===== src/hdl/fte_pkg.sv =====
// ----------------------------------------------------------------------------
// fte_pkg
// Shared types, codes and fixed texts of the format template expander.
// ----------------------------------------------------------------------------
package fte_pkg;

    localparam int DIGITS = 20;
    localparam int VALUE_W = 64;

    localparam logic [7:0] CHAR_DOLLAR = 8'h24;
    localparam logic [7:0] CHAR_ONE    = 8'h31;
    localparam logic [7:0] CHAR_NINE   = 8'h39;
    localparam logic [7:0] CHAR_ZERO   = 8'h30;

    localparam logic [95:0] STR_BADFORMAT = "$(badformat)";
    localparam logic [79:0] STR_MISSING   = "$(missing)";
    localparam logic [79:0] STR_BADTYPE   = "$(badtype)";

    typedef enum logic [1:0] {
        TXT_BADFORMAT,
        TXT_MISSING,
        TXT_BADTYPE
    } text_kind_t;

    typedef enum logic [2:0] {
        ST_IDLE,
        ST_READ,
        ST_CONV,
        ST_DIGIT,
        ST_TEXT
    } state_t;

    // Number of characters of a fixed text, minus one.
    function automatic logic [3:0] text_last(input text_kind_t kind);
        case (kind)
            TXT_BADFORMAT: text_last = 4'd11;
            TXT_MISSING:   text_last = 4'd9;
            TXT_BADTYPE:   text_last = 4'd9;
            default:       text_last = 4'd11;
        endcase
    endfunction

    // Character at position pos of a fixed text, first character at zero.
    function automatic logic [7:0] text_char(input text_kind_t kind, input logic [3:0] pos);
        logic [3:0] rev;
        rev = text_last(kind) - pos;
        case (kind)
            TXT_BADFORMAT: text_char = STR_BADFORMAT[rev * 8 +: 8];
            TXT_MISSING:   text_char = STR_MISSING[rev * 8 +: 8];
            TXT_BADTYPE:   text_char = STR_BADTYPE[rev * 8 +: 8];
            default:       text_char = CHAR_DOLLAR;
        endcase
    endfunction

endpackage


===== src/hdl/fte_ram.sv =====
// ----------------------------------------------------------------------------
// fte_ram
// Generic single-write, single-read RAM with a registered read port.
// ----------------------------------------------------------------------------
module fte_ram #(
    parameter int WIDTH = 8,
    parameter int DEPTH = 4
) (
    input  logic                                        clk,
    input  logic                                        we,
    input  logic [$clog2(DEPTH > 1 ? DEPTH : 2)-1:0]    waddr,
    input  logic [WIDTH-1:0]                            wdata,
    input  logic                                        re,
    input  logic [$clog2(DEPTH > 1 ? DEPTH : 2)-1:0]    raddr,
    output logic [WIDTH-1:0]                            rdata
);

    logic [WIDTH-1:0] mem [DEPTH];

    always_ff @(posedge clk)
    begin
        if (we)
        begin
            mem[waddr] <= wdata;
        end
        if (re)
        begin
            rdata <= mem[raddr];
        end
    end

endmodule


===== src/hdl/fte_bcd.sv =====
// ----------------------------------------------------------------------------
// fte_bcd
// Binary to decimal converter, one shift-and-add-three step per cycle.
// ----------------------------------------------------------------------------
module fte_bcd (
    input  logic                               clk,
    input  logic                               rst_n,
    input  logic                               start,
    input  logic [fte_pkg::VALUE_W-1:0]        bin,
    output logic                               done,
    output logic [fte_pkg::DIGITS*4-1:0]       bcd
);

    import fte_pkg::*;

    logic [VALUE_W-1:0]  bin_reg;
    logic [DIGITS*4-1:0] bcd_reg;
    logic [DIGITS*4-1:0] adj;
    logic [6:0]          cnt_reg;
    logic                busy_reg;

    // Each digit at five or more gets three added before the shift.
    always_comb
    begin
        for (int i = 0; i < DIGITS; i++)
        begin
            adj[i*4 +: 4] = (bcd_reg[i*4 +: 4] >= 4'd5) ? bcd_reg[i*4 +: 4] + 4'd3
                                                          : bcd_reg[i*4 +: 4];
        end
    end

    always_ff @(posedge clk or negedge rst_n)
    begin
        if (!rst_n)
        begin
            busy_reg <= 1'b0;
            cnt_reg  <= '0;
        end
        else if (start)
        begin
            busy_reg <= 1'b1;
            cnt_reg  <= 7'(VALUE_W);
        end
        else if (busy_reg)
        begin
            cnt_reg <= cnt_reg - 7'd1;
            if (cnt_reg == 7'd1)
            begin
                busy_reg <= 1'b0;
            end
        end
    end

    always_ff @(posedge clk)
    begin
        if (start)
        begin
            bin_reg <= bin;
            bcd_reg <= '0;
        end
        else if (busy_reg)
        begin
            bin_reg <= {bin_reg[VALUE_W-2:0], 1'b0};
            bcd_reg <= {adj[DIGITS*4-2:0], bin_reg[VALUE_W-1]};
        end
    end

    assign done = busy_reg && (cnt_reg == 7'd1);
    assign bcd  = bcd_reg;

endmodule


===== src/hdl/format_template_expander_top.sv =====
// ----------------------------------------------------------------------------
// format_template_expander_top
// Expands a byte template with up to nine numeric parameters.
// ----------------------------------------------------------------------------
// Usage: the input stream carries two kinds of beat. A load beat (operation
// zero) writes one parameter slot and the parameter count and gives no output.
// A template beat (operation one) carries one template byte; tlast marks the
// final byte of a message. The output stream carries expanded bytes; tuser
// marks the last byte caused by one input beat and tlast marks the final byte
// of the whole message.
// Sequencing: a load or a literal byte leaves the expander idle, ready for
// the next beat. "$$" takes two input beats and gives one byte. A fixed
// error text is sent one character at a time. A numeric parameter passes
// through the parameter memory read, the shift-and-add-three converter,
// then each of the twenty digit positions from the top (leading zeros are
// skipped without output). Input is not taken while an expansion is
// under way.
// Reset clears the parameter count, the escape state and the slot valid bits;
// a slot that was never loaded reads as non-numeric. When the receiver
// stalls, the pending byte is held in the output register and the expansion
// waits; input is taken again once the output register can accept a byte.
// ----------------------------------------------------------------------------
module format_template_expander_top #(
    parameter int MAX_PARAMS = 9
) (
    input  logic        clk,
    input  logic        rst_n,
    // tdata fields from bit 0: operation[0], param_index[4:1],
    // param_is_number[5], param_value[69:6], param_count[73:70],
    // template_byte[81:74], zero fill[87:82].
    input  logic [87:0] s_tdata,
    input  logic        s_tlast,   // last_byte
    input  logic        s_tvalid,
    output logic        s_tready,
    // tdata fields from bit 0: out_byte[7:0].
    output logic [7:0]  m_tdata,
    // tuser fields from bit 0: run_last[0].
    output logic [0:0]  m_tuser,
    output logic        m_tlast,   // message_end
    output logic        m_tvalid,
    input  logic        m_tready
);

    import fte_pkg::*;

    localparam int AW = (MAX_PARAMS > 1) ? $clog2(MAX_PARAMS) : 1;

    // Input fields.
    logic                op;
    logic [3:0]          pidx;
    logic                pnum;
    logic [VALUE_W-1:0]  pval;
    logic [3:0]          pcnt;
    logic [7:0]          tbyte;

    assign op    = s_tdata[0];
    assign pidx  = s_tdata[4:1];
    assign pnum  = s_tdata[5];
    assign pval  = s_tdata[69:6];
    assign pcnt  = s_tdata[73:70];
    assign tbyte = s_tdata[81:74];

    state_t              state_reg, state_next;
    logic                esc_reg, esc_next;
    logic [3:0]          count_reg, count_next;
    logic [MAX_PARAMS-1:0] valid_reg, valid_next;
    logic                last_reg, last_next;
    logic [3:0]          slot_reg, slot_next;
    text_kind_t          kind_reg, kind_next;
    logic [3:0]          pos_reg, pos_next;
    logic [4:0]          dig_reg, dig_next;
    logic                started_reg, started_next;

    logic                out_valid_reg, out_valid_next;
    logic [7:0]          out_byte_reg, out_byte_next;
    logic                out_run_reg, out_run_next;
    logic                out_end_reg, out_end_next;

    logic                slot_free;
    logic                accept;
    logic                ram_we;
    logic                ram_re;
    logic [VALUE_W:0]    ram_rdata;
    logic                conv_start;
    logic                conv_done;
    logic [DIGITS*4-1:0] bcd;
    logic [3:0]          digit;
    logic [3:0]          esc_slot;

    assign slot_free = !out_valid_reg || m_tready;
    assign s_tready  = (state_reg == ST_IDLE) && slot_free;
    assign accept    = s_tvalid && s_tready;
    assign ram_we    = accept && !op && (pidx < 4'(MAX_PARAMS));
    assign esc_slot  = tbyte[3:0] - CHAR_ONE[3:0];
    assign digit     = bcd[dig_reg * 4 +: 4];

    // Parameter store: flag in the top bit, value below it.
    fte_ram #(
        .WIDTH (VALUE_W + 1),
        .DEPTH (MAX_PARAMS)
    ) u_params (
        .clk   (clk),
        .we    (ram_we),
        .waddr (pidx[AW-1:0]),
        .wdata ({pnum, pval}),
        .re    (ram_re),
        .raddr (esc_slot[AW-1:0]),
        .rdata (ram_rdata)
    );

    fte_bcd u_bcd (
        .clk   (clk),
        .rst_n (rst_n),
        .start (conv_start),
        .bin   (ram_rdata[VALUE_W-1:0]),
        .done  (conv_done),
        .bcd   (bcd)
    );

    always_comb
    begin
        state_next     = state_reg;
        esc_next       = esc_reg;
        count_next     = count_reg;
        valid_next     = valid_reg;
        last_next      = last_reg;
        slot_next      = slot_reg;
        kind_next      = kind_reg;
        pos_next       = pos_reg;
        dig_next       = dig_reg;
        started_next   = started_reg;
        out_valid_next = out_valid_reg && !m_tready;
        out_byte_next  = out_byte_reg;
        out_run_next   = out_run_reg;
        out_end_next   = out_end_reg;
        ram_re         = 1'b0;
        conv_start     = 1'b0;

        case (state_reg)
            ST_IDLE:
            begin
                if (accept)
                begin
                    if (!op)
                    begin
                        if (pidx < 4'(MAX_PARAMS))
                        begin
                            valid_next[pidx[AW-1:0]] = 1'b1;
                        end
                        count_next = (pcnt > 4'(MAX_PARAMS)) ? 4'(MAX_PARAMS) : pcnt;
                    end
                    else
                    begin
                        last_next = s_tlast;
                        pos_next  = '0;
                        if (esc_reg)
                        begin
                            esc_next = 1'b0;
                            if (tbyte >= CHAR_ONE && tbyte <= CHAR_NINE)
                            begin
                                slot_next = esc_slot;
                                if (esc_slot >= count_reg)
                                begin
                                    kind_next  = TXT_MISSING;
                                    state_next = ST_TEXT;
                                end
                                else
                                begin
                                    ram_re     = 1'b1;
                                    state_next = ST_READ;
                                end
                            end
                            else if (tbyte == CHAR_DOLLAR)
                            begin
                                out_valid_next = 1'b1;
                                out_byte_next  = CHAR_DOLLAR;
                                out_run_next   = 1'b1;
                                out_end_next   = s_tlast;
                            end
                            else
                            begin
                                kind_next  = TXT_BADFORMAT;
                                state_next = ST_TEXT;
                            end
                        end
                        else if (tbyte == CHAR_DOLLAR)
                        begin
                            if (s_tlast)
                            begin
                                kind_next  = TXT_BADFORMAT;
                                state_next = ST_TEXT;
                            end
                            else
                            begin
                                esc_next = 1'b1;
                            end
                        end
                        else
                        begin
                            out_valid_next = 1'b1;
                            out_byte_next  = tbyte;
                            out_run_next   = 1'b1;
                            out_end_next   = s_tlast;
                        end
                    end
                end
            end

            ST_READ:
            begin
                if (valid_reg[slot_reg[AW-1:0]] && ram_rdata[VALUE_W])
                begin
                    conv_start = 1'b1;
                    state_next = ST_CONV;
                end
                else
                begin
                    kind_next  = TXT_BADTYPE;
                    state_next = ST_TEXT;
                end
            end

            ST_CONV:
            begin
                if (conv_done)
                begin
                    dig_next     = 5'(DIGITS - 1);
                    started_next = 1'b0;
                    state_next   = ST_DIGIT;
                end
            end

            ST_DIGIT:
            begin
                if (!started_reg && digit == 4'd0 && dig_reg != 5'd0)
                begin
                    dig_next = dig_reg - 5'd1;
                end
                else if (slot_free)
                begin
                    started_next   = 1'b1;
                    out_valid_next = 1'b1;
                    out_byte_next  = CHAR_ZERO | {4'd0, digit};
                    out_run_next   = (dig_reg == 5'd0);
                    out_end_next   = (dig_reg == 5'd0) && last_reg;
                    if (dig_reg == 5'd0)
                    begin
                        state_next = ST_IDLE;
                    end
                    else
                    begin
                        dig_next = dig_reg - 5'd1;
                    end
                end
            end

            ST_TEXT:
            begin
                if (slot_free)
                begin
                    out_valid_next = 1'b1;
                    out_byte_next  = text_char(kind_reg, pos_reg);
                    out_run_next   = (pos_reg == text_last(kind_reg));
                    out_end_next   = (pos_reg == text_last(kind_reg)) && last_reg;
                    pos_next       = pos_reg + 4'd1;
                    if (pos_reg == text_last(kind_reg))
                    begin
                        state_next = ST_IDLE;
                    end
                end
            end

            default:
            begin
                state_next = ST_IDLE;
            end
        endcase
    end

    always_ff @(posedge clk or negedge rst_n)
    begin
        if (!rst_n)
        begin
            state_reg     <= ST_IDLE;
            esc_reg       <= 1'b0;
            count_reg     <= '0;
            valid_reg     <= '0;
            out_valid_reg <= 1'b0;
        end
        else
        begin
            state_reg     <= state_next;
            esc_reg       <= esc_next;
            count_reg     <= count_next;
            valid_reg     <= valid_next;
            out_valid_reg <= out_valid_next;
        end
    end

    always_ff @(posedge clk)
    begin
        last_reg     <= last_next;
        slot_reg     <= slot_next;
        kind_reg     <= kind_next;
        pos_reg      <= pos_next;
        dig_reg      <= dig_next;
        started_reg  <= started_next;
        out_byte_reg <= out_byte_next;
        out_run_reg  <= out_run_next;
        out_end_reg  <= out_end_next;
    end

    assign m_tvalid   = out_valid_reg;
    assign m_tdata    = out_byte_reg;
    assign m_tuser[0] = out_run_reg;
    assign m_tlast    = out_end_reg;

endmodule

===== config.mk =====
export PLATFORM = sky130hd
export DESIGN_NAME = format_template_expander_top
export DESIGN_NICKNAME = d
export VERILOG_FILES = /design/src/hdl/fte_pkg.sv /design/src/hdl/fte_ram.sv /design/src/hdl/fte_bcd.sv /design/src/hdl/format_template_expander_top.sv
export SDC_FILE = /design/constraint.sdc
export NUM_CORES = 1
export LEC_CHECK = 0
export BUFFER_PORTS_ARGS = -buffer_cell sky130_fd_sc_hd__buf_2
export CAP_MARGIN = 20
export CELL_PAD_IN_SITES_DETAIL_PLACEMENT = 0
export CELL_PAD_IN_SITES_GLOBAL_PLACEMENT = 1
export CORE_MARGIN = 2
export CORE_UTILIZATION = 48
export DETAILED_ROUTE_END_ITERATION = 10
export PLACE_DENSITY_LB_ADDON = 0.1
export RECOVER_POWER = 25
export SETUP_SLACK_MARGIN = 0.3
export SKIP_LAST_GASP = 1
export SLEW_MARGIN = 5
export SYNTH_ARGS = -nofsm -noshare
export SYNTH_HDL_FRONTEND = slang
export SYNTH_SLANG_ARGS = --single-unit

===== constraint.sdc =====
create_clock -name clk -period 7.8 [get_ports clk]
set_input_delay 0.39 -clock clk [delete_from_list [all_inputs] [get_ports clk]]
set_output_delay 0.39 -clock clk [all_outputs]
set_load 0.05 [all_outputs]

==> metrics.md <==
| Metric | Value |
|---|---|
| Starting Density | `0.4858` |
| Yosys top cell area share | `0.6385` |
| Row count | `just under 100` |
| Core Util, Final | `0.5500` |
| Clock network fraction of total power | `0.444` |
| Post-synthesis cell count | `about 2100` |
| Max Cap Violations | `0` |
| CTS tree | `done` |
| Worst Clk Skew | `roughly 0.028 ns` |
| Rel. slew slack | `0.2608` |
| Antenna violations before repair | `8` |
| P_sw | `1.932 mW` |
| Synth area leader | `edfxtp_1` |
| Root Driver | `clkbuf_16` |
| Clock Pin Slew Worst Setup and Hold Paths | `0.06 ns` |
| Synth Flop Type | `edfxtp_1` |
| Final worst path period need | `~4.5 ns` |
| DRC viols | `0` |
| Clk sinks | `roughly 850` |
| Run status | `completed` |
| Final setup fails | `0` |
| Syn Nets | `~2300` |
| PnR worst setup slack | `approximately 3.3 ns` |
| Synth cell count leaders | `741 x edfxtp_1, 182 x nor2_1, 160 x a21oi_1, 137 x mux4_2, 107 x mux2i_1` |
| Detail Route Antenna Nets | `0` |
| Placed cell areas | `36460 µm²` |
| Max Buffers Root-to-Sink | `3` |
| Worst EP required | `between 8 and 9 ns` |
| Met3 wire len | `3057 µm` |
| Port bufs | `approximately 100` |
| Area contributors post-synth | `edfxtp_1 64%, mux4_2 8.9%, dfxtp_1 4.6%, mux2i_1 3.1%, a21oi_1 2.3%` |
| Final non-filler cell total | `3287` |
| Post_cts resized | `0` |
| Peak VDD IR | `between 0.00015 and 0.0002 V` |
| Yosys warns | `0` |
| First-pass GRT wire length | `between 100000 and 150000 µm` |
| Multi-input logic area | `9759 µm²` |
| TNS Setup | `0 ns` |
| DRT Pass-1 Iters | `5` |
| Hold/Removal Path Class | `in -> reg` |
| Register area | `24500 µm²` |
| Top layer reached by signal wires | `met5` |
| Total Routed Length | `just over 70000 µm` |
| Die Width | `roughly 270 µm` |
| Die Y | `273.5 µm` |
| Flop and latch count out of synthesis | `between 800 and 900` |
| Final hold slack | `0.05653 ns` |
| Vias in the first global route | `18690` |
| Worst Path Arrival | `4.72 ns` |
| TritonCTS buffer count | `90` |
| Fmax achieved | `223.5 MHz` |
| Vias post-DR | `18200` |
| GR Overflow Total | `0` |
| Design area | `39450 µm²` |
| Core Region | `between 70000 and 80000 µm²` |
| Met1 WL | `between 30000 and 40000 µm` |
| Share of layout cells above drive strength 1 | `0.1893` |
| Flop-to-flop setup slack | `~3.7 ns` |
| Largest net degree at the start of global routing | `approximately 150` |
| Logic pwr share | `0.036` |
| Sw frac | `0.2039` |
| R2R cell count | `6` |
| Max reg flops | `585` |
| Placed cell count | `3109` |
| RSZ-0062 raised after global routing | `no` |
| Power Dens Cells | `between 200 and 250 nW/µm²` |
| Fillers | `around 5700` |
| Hold Crit Endpoint | `u_params.mem[1][48]$_DFFE_PP_` |
| Hold wc startpoint | `s_tdata[54]` |
| Routed length on met2 | `36010 µm` |
| Final hold violations | `0` |
| Seq pwr share | `0.520` |
| Max-slew violation count | `0` |
| GP Congestion | `roughly 0.78` |
| Synth Cell Area | `34850 µm²` |
| CTS HTree Levels | `3` |
| Internal | `7.541 mW` |
| Count leader, synth | `edfxtp_1` |
| Final period util | `0.5735` |
| Initial DRC count | `1374` |
| Hold path depth | `1` |
| Skew-Pair Late Insertion Delay | `around 0.63 ns` |
| Post-synthesis sequential area ratio | `0.7031` |
| Die area | `roughly 75000 µm²` |
| Post-synth EDFFs | `roughly 740` |
| Pre-CTS setup slack | `~2.5 ns` |
| Lkg Pwr | `~13 nW` |
| Netlist cell types | `between 60 and 70` |
| Type of element launching the critical path | `input port` |
| GR Util All Layers | `0.1935` |
| Post-synthesis async set-or-reset flop share | `0.03070` |
| Nets | `approximately 2400` |
| Worst reg2reg endpoint | `u_params.mem[5][3]$_DFFE_PP_` |
| HPWL Detailed | `around 38000 µm` |
| Design Power | `9.473 mW` |
| IO Count | `~110` |
| Via density per instance | `5.537` |
| Avg Inst Size Synth | `16.35 µm²` |
| Reg2reg start | `state_reg[2]$_DFFE_PN0P_` |
| Wire per inst | `about 22 µm` |
| Layout area overhead | `13.20%` |
| Endpoint type of the worst setup path | `flop` |
| Worst Path Max Fanout | `just under 70` |
| Critical path type | `in -> reg` |
| Slew @ Worst Pin | `1.109 ns` |
[power groups by stage]
| stage | Clock (mW) | Sequential, mW | Combinational, mW |
|---|---|---|---|
| final | 4.21 | 4.92 | 0.344 |
| after global routing | 4.49 | 4.92 | 0.381 |
| after CTS | 4.32 | 4.92 | 0.357 |
| after detailed placement | 0 | 5.02 | 0.352 |
| after global placement | 0 | 5.02 | 0.344 |
| after floorplan | 0 | 5.02 | 0.223 |
[worst max path at each step]
stage	start	to	slack, ns	cells after the start
2_1_floorplan	state_reg[1]$_DFFE_PN0P_	valid_reg[8]$_DFFE_PN0P_	1.07	7
3_3_place_gp	s_tdata[74]	u_params.rdata[56]$_DFFE_PP_	2.49	10
3_5_place_dp	s_tdata[74]	u_params.rdata[64]$_DFFE_PP_	2.48	10
4_1_cts	s_tdata[74]	u_params.rdata[4]$_DFFE_PP_	3.14	10
5_1_grt	s_tdata[74]	u_params.rdata[3]$_DFFE_PP_	2.92	10
6_report	s_tdata[74]	u_params.rdata[3]$_DFFE_PP_	3.33	10
[timing repair]
action	in CTS	in global routing
hold buffers	10	0
setup buffers	0	0
endpoints found under the hold margin	55	0
[critical path, stage by stage]
cell,delay [ns]
buf_8,0.56
inv_1,0.22
ha_4,1.04
inv_1,0.14
ha_1,0.33
a21o_1,0.17
a21o_1,0.18
a211oi_1,0.38
and2_4,0.67
buf_4,0.55
[cells by family after synthesis]
logic type,Yosys count,share of synthesized area
simple gates,397,0.05109
compound gates,289,0.04606
fa+ha+maj,60,0.02154
buf+inv,172,0.02028
flops,847,0.7031
mux,314,0.1446
xor+xnor,53,0.01332
[layout by cell type, fill, tap and decap left out, types with 5 or more instances in the layout]
master / synthesis / final
dfrtp_1: 26 / 25
nand3_1: 32 / 32
a21oi_1: 160 / 160
a31oi_1: 5 / 5
inv_1: 69 / 69
clkbuf_16: 0 / 91
xnor2_1: 28 / 27
buf_2: 28 / 46
nand2_1: 78 / 78
nor2b_1: 8 / 8
mux2_4: 5 / 5
mux4_2: 137 / 137
or2_2: 14 / 14
clkinv_2: 0 / 12
a211oi_1: 5 / 5
nor2_1: 182 / 179
o21ai_0: 78 / 77
edfxtp_1: 741 / 741
xor2_1: 25 / 24
nor3_1: 32 / 28
buf_4: 1 / 31
a22oi_1: 6 / 6
clkinv_1: 0 / 21
nand2b_1: 24 / 24
mux2_2: 60 / 60
bufinv_16: 0 / 9
clkbuf_1: 58 / 68
dfxtp_1: 80 / 80
mux2i_1: 107 / 107
ha_1: 60 / 59
clkinvlp_4: 0 / 6
dlygate4sd3_1: 0 / 10
mux4_1: 5 / 5
[layout make-up]
type | instances | share of cell area
multi-input cells | 1113 | 0.2474
diodes | 2 | 0.0001269
inverters | 70 | 0.006661
flip-flops and latches | 847 | 0.6212
repair buffers | 140 | 0.02001
clock inverters | 55 | 0.01446
clock buffers | 110 | 0.06004
well taps | 950 | 0.03013
[routing by layer]
metal | up-vias | global-route usage
li1 | 8462 | -
met1 | 9306 | 0.2536
met2 | 340 | 0.3341
met3 | 82 | 0.03246
met4 | 10 | 0.05450
met5 | - | 0
Power figures use the tool's default switching activity.
